File: config.mk
export PLATFORM = sky130hd
export DESIGN_NAME = tlb_cfg_regs
export DESIGN_NICKNAME = d
export VERILOG_FILES = /design/src/sv/tlb_pkg.sv /design/src/sv/tlb_cfg_regs.sv
export SDC_FILE = /design/constraint.sdc
export NUM_CORES = 1
export LEC_CHECK = 0
export BUFFER_PORTS_ARGS = -buffer_cell sky130_fd_sc_hd__buf_4
export CORE_UTILIZATION = 52
export CTS_CLUSTER_DIAMETER = 100
export CTS_CLUSTER_SIZE = 16
export DETAILED_ROUTE_END_ITERATION = 10
export PLACE_DENSITY = 0.8
export SLEW_MARGIN = 20
export SYNTH_ARGS = -nofsm -noshare
export SYNTH_HDL_FRONTEND = slang
export SYNTH_SLANG_ARGS = --single-unit
File: constraint.sdc
create_clock -name clk -period 2.6 [get_ports clk]
set_input_delay 0.26 -clock clk [delete_from_list [all_inputs] [get_ports clk]]
set_output_delay 0.26 -clock clk [all_outputs]
set_load 0.01 [all_outputs]
File: src/sv/tlb_pkg.sv
// Shared types and constants of the translation buffer.
package tlb_pkg;

  localparam int DEF_ENTRIES = 64;
  localparam int NUM_PIDS    = 8;
  localparam int PID_IDX_W   = $clog2(NUM_PIDS);
  localparam int CFG_ADDR_W  = PID_IDX_W + 2;
  localparam int SLOT_W      = 6;
  localparam int SLOT_CMP_W  = 9;
  localparam int ADDR_W      = 64;
  localparam int PID_W       = 32;
  localparam int PHYS_HI     = 51;
  localparam int PHYS_LO     = 32;
  localparam logic [ADDR_W-1:0] IO_LIMIT = 64'd1024;

  typedef enum logic [1:0] {
    OP_TRANSLATE = 2'd0,
    OP_PURGE     = 2'd1,
    OP_WRITE     = 2'd2,
    OP_READ      = 2'd3
  } tlb_op_t;

  typedef enum logic [1:0] {
    TRAP_NONE = 2'd0,
    TRAP_PRIV = 2'd1,
    TRAP_MISS = 2'd2,
    TRAP_PROT = 2'd3
  } tlb_trap_t;

  typedef struct packed {
    tlb_op_t           opcode;
    logic [ADDR_W-1:0] virt_addr;
    logic [SLOT_W-1:0] slot;
    logic              new_valid;
    logic [ADDR_W-1:0] new_virt;
    logic [ADDR_W-1:0] new_phys;
    logic [PID_W-1:0]  new_pid;
    logic              privileged;
  } tlb_req_t;

  typedef struct packed {
    logic              hit;
    logic [ADDR_W-1:0] hit_phys;
    logic [PID_W-1:0]  hit_pid;
    logic              rd_valid;
    logic [ADDR_W-1:0] rd_virt;
    logic [ADDR_W-1:0] rd_phys;
    logic [PID_W-1:0]  rd_pid;
  } tlb_cam_rsp_t;

  typedef struct packed {
    logic [ADDR_W-1:0] phys_addr;
    tlb_trap_t         trap;
    logic              is_io;
    logic              rd_valid;
    logic [ADDR_W-1:0] rd_virt;
    logic [ADDR_W-1:0] rd_phys;
    logic [PID_W-1:0]  rd_pid;
  } tlb_res_t;

endpackage

File: src/sv/tlb_cfg_regs.sv
// APB register bank holding the eight allowed protection identifiers.
module tlb_cfg_regs
  import tlb_pkg::*;
(
  input  logic                  clk,
  input  logic                  rst_n,
  input  logic                  psel,
  input  logic                  penable,
  input  logic                  pwrite,
  input  logic [CFG_ADDR_W-1:0] paddr,
  input  logic [31:0]           pwdata,
  output logic [31:0]           prdata,
  output logic                  pready,
  output logic [PID_W-1:0]      prot_id [NUM_PIDS]
);

  logic [PID_W-1:0]     prot_id_r [NUM_PIDS];
  logic [PID_IDX_W-1:0] reg_idx;
  logic                 wr_en;

  assign reg_idx = paddr[CFG_ADDR_W-1:2];
  assign pready  = 1'b1;
  assign wr_en   = psel && penable && pwrite;
  assign prdata  = prot_id_r[reg_idx];

  always_ff @(posedge clk) begin
    if (!rst_n) begin
      for (int k = 0; k < NUM_PIDS; k++) begin
        prot_id_r[k] <= '0;
      end
    end else if (wr_en) begin
      prot_id_r[reg_idx] <= pwdata;
    end
  end

  always_comb begin
    for (int k = 0; k < NUM_PIDS; k++) begin
      prot_id[k] = prot_id_r[k];
    end
  end

endmodule

==> results of run 1 <==
[synth_stat cells, types with 3 or more instances]
| library cell | instances |
|---|---|
| edfxtp_1 | 256 |
| clkbuf_2 | 8 |
| clkbuf_1 | 17 |
| mux2_4 | 10 |
| or2b_1 | 3 |
| mux2_2 | 21 |
| mux4_2 | 63 |
| nand2b_1 | 6 |
| buf_2 | 15 |
| and2_1 | 256 |
| nor3_4 | 3 |
[cell families after synthesis]
logic type             synth area share [%]
and+or+nand+nor                        15.8
muxes                                  15.6
buffers and inverters                  2.11
other                                0.0323
DFF                                    66.2
AOI/OAI and AO/OA                     0.216
[placed cells by master (no fill, tap or decap)]
master | netlist | layout
mux4_2 | 63 | 63
nand4_4 | 1 | 1
nor4_4 | 2 | 2
edfxtp_1 | 256 | 256
conb_1 | 1 | 1
mux2_2 | 21 | 21
buf_4 | 1 | 349
a21o_1 | 1 | 1
or2b_2 | 0 | 3
nand3b_1 | 1 | 1
nor3_4 | 3 | 4
and3_1 | 2 | 2
o32a_1 | 1 | 1
buf_12 | 2 | 5
nand2b_1 | 6 | 1
nor2b_1 | 1 | 1
nand2b_2 | 0 | 5
mux2_4 | 10 | 10
and4_1 | 1 | 1
nand2_1 | 2 | 2
clkbuf_16 | 0 | 19
mux2i_1 | 1 | 1
nor2_1 | 1 | 1
and2_1 | 256 | 256
a21boi_0 | 1 | 1
inv_2 | 1 | 1
[layer usage]
| metal | routed length [um] | vias up |
|---|---|---|
| met5 | 0 | - |
| met3 | 2640 | 60 |
| met2 | 17000 | 380 |
| li1 | - | 3174 |
| met1 | 11800 | 3808 |
| met4 | 1130 | 0 |
[per-stage QoR]
stage	utilization, %	hold WS (ps)	cells	setup WS (ps)	total power (W)
final	68.4	90.9	1289	380	0.00875
after CTS	68.4	76.4	1289	338	0.00878
after global routing	68.4	84.0	1289	271	0.00898
after global placement	66.3	588	1270	392	0.00622
after floorplan	-	458	681	427	0.00552
after detailed placement	66.3	594	1270	339	0.00625
[cell type report]
class	instances	area (um2)	share of cell area (%)
sequential	256	7690	51.5
timing repair buffer	354	2720	18.2
tap	280	350	2.35
multi-input combinational	379	3700	24.8
inverter	1	3.75	0.0251
clock buffer	19	475	3.18
[worst paths after layout]
| path | end | cells after the start | slack [ps] |
|---|---|---|---|
| worst min-delay path | prot_id_r[2][30]$_SDFFCE_PN0P_ | 2 | 90 |
| worst max-delay path | prdata[9] | 5 | 380 |
[worst max-delay path: cells and delay by family]
kind | cells | cell delay [ps]
multiplexers | 2 | 820
buffers and inverters | 3 | 860
[power by group]
part	total (W)	internal, W	switching, W
Clock	0.00260	0.00130	0.00130
Sequential	0.00491	0.00476	0.000150
Combinational	0.00124	0.000649	0.000594
Total	0.00875	0.00671	0.00204
==> flow_metrics.py, run 1 <==
metrics = {
    "sta": {
        "max_freq_ghz": 0.451,
        "slew_headroom_pct": 35.6,
        "finalHoldViolCount": 0,
        "finalSetupTns_ps": 0,
        "drv_slew": 0,
        "grt_setup_unrepaired": "no",
        "fin_crit_ps": 2220,
        "tightest_slew_ps": 966,
        "post-route-period-util_pct": 85.4,
        "setup_viol": 0,
    },
    "floorplanning": {
        "row_count": 54,
        "die_w_um": 151,
        "dieHeight_um": 151,
        "io_pins": 331,
        "start_util_pct": 53.2,
        "core_area_um2": 21800,
        "die_area_um2": 22900,
    },
    "critical_path": {
        "arrival_ps": 1960,
        "critPathLaunchType": "input port",
        "critPathCaptureType": "output port",
        "crit_fanout": 17,
        "crit_start": "paddr[2]",
        "path_class": "in -> out",
        "cp_cell_sequence": "buf_4 > buf_4 > mux4_2 > mux2_2 > buf_4",
        "crit_required_ps": 2340,
        "cpPeakStageDelay_ps": 540,
        "cpMaxStageDelayCell": "mux4_2",
        "cpMostUsedCell": "buf_4",
    },
    "finish": {
        "antennaDiodeCount": 0,
        "top_regs": "prot_id_r (256)",
        "final_area_um2": 14900,
        "drive_above_1_share_pct": 47.9,
        "regMostFlops": "prot_id_r",
        "syn_to_final_growth_pct": 28.7,
        "largest_reg_flops": 256,
        "nNetsFinal": 1053,
        "n_fill_cell": 1504,
    },
    "grt": {
        "grt_remaining_overflow": 0,
        "use_met2_pct": 50.2,
        "grt_max_degree": 42,
        "grt.total_usage_pct": 28.6,
        "grt_pass1_wl_mm": 46.7,
        "grt_busiest_layer": "met2",
        "grtUsageMet3_pct": 4.88,
        "grt_pass1_vias": 7645,
        "antenna_found_initial": 0,
        "grt_use_met1_pct": 35.2,
    },
    "route": {
        "drt_wl_total_mm": 32.6,
        "drt-pass1-iter-count": 5,
        "drtIter0Drc": 439,
        "vias_per_cell": 5.76,
        "vias": 7422,
        "drc_errors": 0,
        "wl_per_cell_um": 25.3,
        "final_antenna_net_count": 0,
    },
    "synth": {
        "yosys_most_used_dff": "edfxtp_1",
        "netlist-cell-type-count": 30,
        "synthesis.nets": 723,
        "synth_edf_count": 256,
        "async_reset_ff_share_pct": 0,
        "netlist_area_um2": 11600,
        "synth_area_leader_cell": "edfxtp_1",
        "synthCells": 681,
        "yosysSeqAreaShare_pct": 66.2,
        "yosysTopAreaCellShare_pct": 66.2,
        "ys_ff_latch": 256,
        "yosys_warnings": 0,
        "ys_top_cells_by_area": "edfxtp_1, and2_1, mux4_2",
        "syn_avg_cell_area_um2": 17.0,
    },
    "clock_network": {
        "cts.path.max_buffers": 3,
        "htreeDepth": 1,
        "clock_sinks": 256,
        "cts_root_buf": "clkbuf_16",
        "cts_resized": 0,
        "cts_buffers": 19,
        "path_clk_slew_ps": 70,
        "cts_setup_buffers": 0,
        "cts_tree": "yes",
        "holdBufCountCts": 0,
    },
    "outcome": {
        "outcome": "finished, final reports clean",
    },
    "placement": {
        "routabilityCongestion": 0.772,
        "hpwl_mm": 21.4,
        "dpl_cell_area_um2": 14500,
        "port_buffers": 327,
    },
    "power_and_ir_drop": {
        "ir_worst_vdd_mv": 0.509,
        "power.density_nw_per_um2": 586,
        "p_leak_nw": 5.85,
    },
    "worst_hold_path": {
        "hp-class": "in -> reg",
        "hp-start": "pwdata[30]",
    },
    "flow_run": {
        "drv_cap": 0,
    },
}
Power figures use the tool's default switching activity.
==> run 2, diff against run 1 <==
==> constraint.sdc (replaced) <==
create_clock -name clk -period 2.6 [get_ports clk]
set_input_delay 0.39 -clock clk [delete_from_list [all_inputs] [get_ports clk]]
set_output_delay 0.39 -clock clk [all_outputs]
set_load 0.01 [all_outputs]
==> run 2 against run 1 <==
  * Clock power hardly changed
  * First-iteration DRC count is 18% higher
  * Power is 0.22% higher
  * Count of clock-buffer cells in the layout stayed put
  * Hold slack better by 130 ps
  * Highest routed layer unchanged
==> flow_metrics.py, run 2 (synthesis results as in run 1) <==
metrics = {
    "worst_hold_path": {
        "hp-start": "pwdata[30]",
        "whs_endpoint": "prot_id_r[7][30]$_SDFFCE_PN0P_",
        "hold_path_depth": 2,
        "hp-class": "in -> reg",
    },
    "sta": {
        "tightest_slew_ps": 957,
        "slew_headroom_pct": 36.2,
        "max_freq_ghz": 0.430,
        "post-route-period-util_pct": 89.4,
        "fin_ws_ps": 276,
        "finalSetupTns_ps": 0,
        "grt_setup_unrepaired": "no",
        "setup_viol": 0,
        "finalHoldViolCount": 0,
        "fin_crit_ps": 2320,
        "drv_slew": 0,
    },
    "critical_path": {
        "crit_required_ps": 2210,
        "cp_cell_sequence": "buf_4 > buf_4 > mux4_2 > mux2_2 > buf_4",
        "cpMostUsedCell": "buf_4",
        "crit_fanout": 13,
        "cpPeakStageDelay_ps": 520,
        "path_class": "in -> out",
        "critPathCaptureType": "output port",
        "arrival_ps": 1930,
        "critPathLaunchType": "input port",
        "cpMaxStageDelayCell": "mux4_2",
    },
    "grt": {
        "antenna_found_initial": 0,
        "grt_remaining_overflow": 0,
        "grt_max_degree": 33,
        "grt.total_usage_pct": 28.7,
        "grt_pass1_vias": 7510,
        "grt_pass1_wl_mm": 46.8,
    },
    "finish": {
        "nNetsFinal": 1061,
        "final-seq-area_um2": 7690,
        "multi_input_area_um2": 3700,
        "largest_reg_flops": 256,
        "top_regs": "prot_id_r (256)",
        "drive_above_1_share_pct": 48.3,
        "antennaDiodeCount": 0,
        "final_common_cell": "buf_4",
        "final_area_um2": 15000,
        "fin_util_pct": 68.7,
        "layout_common_cells": "buf_4, and2_1, edfxtp_1, mux4_2, mux2_2",
        "regMostFlops": "prot_id_r",
        "n_fill_cell": 1485,
        "syn_to_final_growth_pct": 29.3,
    },
    "power_and_ir_drop": {
        "power.density_nw_per_um2": 585,
        "p_leak_nw": 5.90,
        "totalPowerFinal_w": 0.00877,
        "ir_worst_vdd_mv": 0.479,
    },
    "placement": {
        "port_buffers": 327,
        "hpwl_mm": 21.4,
        "dpl_cell_area_um2": 14500,
        "routabilityCongestion": 0.781,
        "dp_slack_ps": 235,
    },
    "flow_run": {
        "drv_cap": 0,
    },
    "route": {
        "drtIter0Drc": 517,
        "drt_wl_total_mm": 32.5,
        "final_antenna_net_count": 0,
        "drt-pass1-iter-count": 4,
        "vias": 7406,
        "vias_per_cell": 5.71,
        "wl_per_cell_um": 25.1,
        "drc_errors": 0,
    },
    "clock_network": {
        "clock_sinks": 256,
        "cts.path.max_buffers": 3,
        "path_clk_slew_ps": 70,
        "cts_root_buf": "clkbuf_16",
        "cts_resized": 0,
        "htreeDepth": 1,
        "cts_setup_buffers": 0,
        "cts_buffers": 19,
        "holdBufCountCts": 0,
        "cts_tree": "yes",
    },
    "floorplanning": {
        "core_area_um2": 21800,
        "dieHeight_um": 151,
        "row_count": 54,
        "io_pins": 331,
        "die_w_um": 151,
        "start_util_pct": 53.2,
        "die_area_um2": 22900,
    },
    "outcome": {
        "outcome": "finished, final reports clean",
    },
}
-- run 2: changes by cell type in the layout (fill, tap and decap cells not counted) --
cell and change:
buf_4 +8, inv_6 +1
-- run 2: critical path: cells and delay by family --
family                 cells  cell delay, ps
multiplexers               2             800
buffers and inverters      3             730
-- run 2: layout make-up --
class | count | share of cell area, %
clock buffer | 19 | 3.17
clock inverter | 1 | 0.0584
inverter | 1 | 0.0250
multi-input combinational | 379 | 24.6
sequential | 256 | 51.2
tap | 280 | 2.34
timing repair buffer | 362 | 18.5
-- run 2: worst max-delay path by stage --
stage,startpoint,endpoint,slack (ps),depth (start not counted)
2_1_floorplan,paddr[2],prot_id_r[1][0]$_SDFFCE_PN0P_,300,5
3_3_place_gp,paddr[2],prdata[29],250,5
3_5_place_dp,paddr[2],prdata[29],230,5
4_1_cts,paddr[2],prdata[29],230,5
5_1_grt,paddr[2],prdata[29],200,5
6_report,paddr[2],prdata[29],280,5
-- run 2: power by group --
part,internal [W],switching [W]
Combinational,0.000657,0.000598
Clock,0.00130,0.00130
Sequential,0.00476,0.000148
Total,0.00672,0.00205
-- run 2: per-layer routing --
metal / vias up / GRT usage, % / part of all wire (%)
met3: 58 / 4.82 / 7.9
li1: 3192 / - / -
met2: 343 / 50.5 / 53
met4: 0 / 10.1 / 2.8
met5: - / 0 / 0
met1: 3813 / 35.7 / 37
-- run 2: through the flow --
stage / hold slack [ps] / cells
after floorplan: 588 / 681
after global placement: 717 / 1278
after detailed placement: 720 / 1278
after CTS: 209 / 1298
after global routing: 222 / 1298
final: 223 / 1298
==> run 3, diff against run 2 <==
--- a/config.mk
+++ b/config.mk
@@ -5,12 +5,14 @@
 export SDC_FILE = /design/constraint.sdc
 export NUM_CORES = 1
 export LEC_CHECK = 0
+export ABC_AREA = 1
 export BUFFER_PORTS_ARGS = -buffer_cell sky130_fd_sc_hd__buf_4
-export CORE_UTILIZATION = 52
+export CORE_UTILIZATION = 53
 export CTS_CLUSTER_DIAMETER = 100
 export CTS_CLUSTER_SIZE = 16
 export DETAILED_ROUTE_END_ITERATION = 10
-export PLACE_DENSITY = 0.8
+export PLACE_DENSITY = 0.81
+export REMOVE_ABC_BUFFERS = 1
 export SLEW_MARGIN = 20
 export SYNTH_ARGS = -nofsm -noshare
 export SYNTH_HDL_FRONTEND = slang
==> run 3 against run 2 <==
  * Non-clock buffer count stayed put
  * Flip-flop and latch count unchanged
  * Wire length increased by 17%
  * Synthesized cell count rose by 92%
  * Highest routed layer unchanged
==> flow_metrics.py, run 3 <==
metrics = {
    "outcome": {
        "outcome": "finished, final reports clean",
    },
    "clock_network": {
        "cts_resized": 0,
        "holdBufCountCts": 0,
        "cts_buffers": 19,
        "cts_setup_buffers": 0,
        "path_clk_slew_ps": 70,
        "clock_sinks": 256,
        "cts.path.max_buffers": 3,
        "htreeDepth": 1,
        "cts_root_buf": "clkbuf_16",
        "cts_tree": "yes",
    },
    "floorplanning": {
        "start_util_pct": 54.6,
        "row_count": 54,
        "die_w_um": 153,
        "core_area_um2": 22100,
        "io_pins": 331,
        "die_area_um2": 23400,
        "dieHeight_um": 153,
    },
    "finish": {
        "largest_reg_flops": 256,
        "top_regs": "prot_id_r (256)",
        "fin_util_pct": 68.8,
        "nNetsFinal": 1659,
        "final_common_cell": "nand2_1",
        "stdcell_count": 1896,
        "layout_common_cells": "nand2_1, buf_4, nor2_1, edfxtp_1, inv_1",
        "syn_to_final_growth_pct": 26.0,
        "drive_above_1_share_pct": 25.0,
        "regMostFlops": "prot_id_r",
    },
    "power_and_ir_drop": {
        "p_leak_nw": 7.23,
        "ir_worst_vdd_mv": 0.512,
        "power.density_nw_per_um2": 583,
    },
    "critical_path": {
        "cp-endpoint": "prdata[31]",
        "crit_start": "paddr[4]",
        "cpPeakStageDelay_ps": 400,
        "cp_cell_sequence": "buf_4 > inv_4 > buf_4 > nand4_1 > nand2_1 > nor2_1 > nand2_1 > buf_4",
        "cpMaxStageDelayCell": "buf_4",
        "critPathLaunchType": "input port",
        "critPathCaptureType": "output port",
        "cpMostUsedCell": "buf_4",
        "arrival_ps": 1690,
        "crit_required_ps": 2210,
        "path_delay_family": "buffers and inverters",
        "crit_fanout": 20,
        "crit_cells": 8,
        "path_class": "in -> out",
        "crit_buf_inv": 4,
    },
    "route": {
        "vias": 10400,
        "vias_per_cell": 5.50,
        "drc_errors": 0,
        "final_antenna_net_count": 0,
        "drtIter0Drc": 944,
        "drt_wl_total_mm": 38.1,
        "drt-pass1-iter-count": 7,
        "wl_per_cell_um": 20.1,
    },
    "sta": {
        "setup_viol": 0,
        "fin_crit_ps": 2080,
        "finalHoldViolCount": 0,
        "tightest_slew_ps": 607,
        "fin_ws_ps": 519,
        "post-route-period-util_pct": 80.1,
        "drv_slew": 0,
        "max_freq_ghz": 0.480,
        "slew_headroom_pct": 59.5,
        "grt_setup_unrepaired": "no",
    },
    "synth": {
        "netlist_area_um2": 12100,
        "syn_avg_cell_area_um2": 9.21,
        "synth_edf_count": 256,
        "yosysSeqAreaShare_pct": 63.7,
        "yosys_warnings": 0,
        "yosys_most_used_dff": "edfxtp_1",
        "post-synth-top-count-cell": "nand2_1",
        "synth_area_leader_cell": "edfxtp_1",
        "ys_top_cells_by_area": "edfxtp_1, nand2_1, nor2_1",
        "netlist-cell-type-count": 19,
        "yosysTopAreaCellShare_pct": 63.7,
        "async_reset_ff_share_pct": 0,
        "ys_ff_latch": 256,
        "synthCells": 1310,
        "yosys-top-cells-count": "nand2_1, nor2_1, edfxtp_1",
    },
    "placement": {
        "routabilityCongestion": 0.854,
        "place_inst": 1876,
        "hpwl_mm": 24.1,
        "dp_slack_ps": 517,
        "port_buffers": 327,
    },
    "flow_run": {
        "drv_cap": 0,
    },
    "worst_hold_path": {
        "hp-class": "in -> reg",
        "hp-start": "pwdata[17]",
    },
    "grt": {
        "grt_remaining_overflow": 0,
        "grt_max_degree": 71,
        "grt_pass1_wl_mm": 56.4,
        "grt_pass1_vias": 10100,
        "antenna_found_initial": 1,
        "grt.total_usage_pct": 32.0,
    },
}
==> run 3: cell count changes in the layout (fill, tap and decap cells not counted), moves of 10 or more <==
cell,before,now
inv_1,0,33
nand2_1,2,650
mux2_2,21,0
nor2_1,1,261
mux2_4,10,0
and2_1,256,0
mux4_2,63,0
==> run 3: stage by stage <==
stage                     TNS [ps]  hold slack [ps]  power [W]  instance area [um2]
final                            0              307    0.00886                15200
after global routing             0              326    0.00914                15200
after CTS                        0              297    0.00886                15200
after detailed placement         0              798    0.00637                14700
after global placement           0              791    0.00633                14700
after floorplan             -80440              679    0.00554                11500
==> run 3: kinds of logic (layout without fill, tap and decap cells) <==
family	count (synthesis)	after routing	share of synthesized area, %
flops	256	256	63.7
other cells	1	2	0.0311
buf+inv	112	417	5.58
simple gates	941	941	30.7
==> run 3: how the worst min path moves through the flow <==
stage,to,slack (ps),depth (start not counted)
5_1_grt,prot_id_r[1][31]$_SDFFCE_PN0P_,330,3
4_1_cts,prot_id_r[4][17]$_SDFFCE_PN0P_,300,3
6_report,prot_id_r[4][17]$_SDFFCE_PN0P_,310,3
2_1_floorplan,prot_id_r[0][0]$_SDFFCE_PN0P_,680,2
3_3_place_gp,prot_id_r[1][17]$_SDFFCE_PN0P_,790,3
3_5_place_dp,prot_id_r[4][17]$_SDFFCE_PN0P_,800,3
==> run 3: tightest hold or removal path: stages <==
cell,delay [ps]
buf_4,70
inv_1,100
nor2_1,120
==> run 3: layout make-up <==
cell class / instances / area (um2)
diodes: 1 / 2.50
fillers: 1657 / 6890
flip-flops and latches: 256 / 7690
clock buffers: 19 / 475
multi-input cells: 942 / 3730
repair buffers: 362 / 2820
inverters: 36 / 140
well taps: 280 / 350
==> run 3: power breakdown <==
group	internal (W)	switching, W	leakage, nW
Clock	0.00130	0.00128	0.234
Sequential	0.00476	0.000146	2.44
Combinational	0.000556	0.000825	4.56
Total	0.00661	0.00225	7.23
==> run 3: metal layers <==
metal	wire (um)	vias to the layer above	GRT usage, %
li1	-	4735	-
met1	13200	4898	39.2
met2	19000	678	55.3
met3	4190	126	5.53
met4	1740	0	15.1
met5	0	-	0
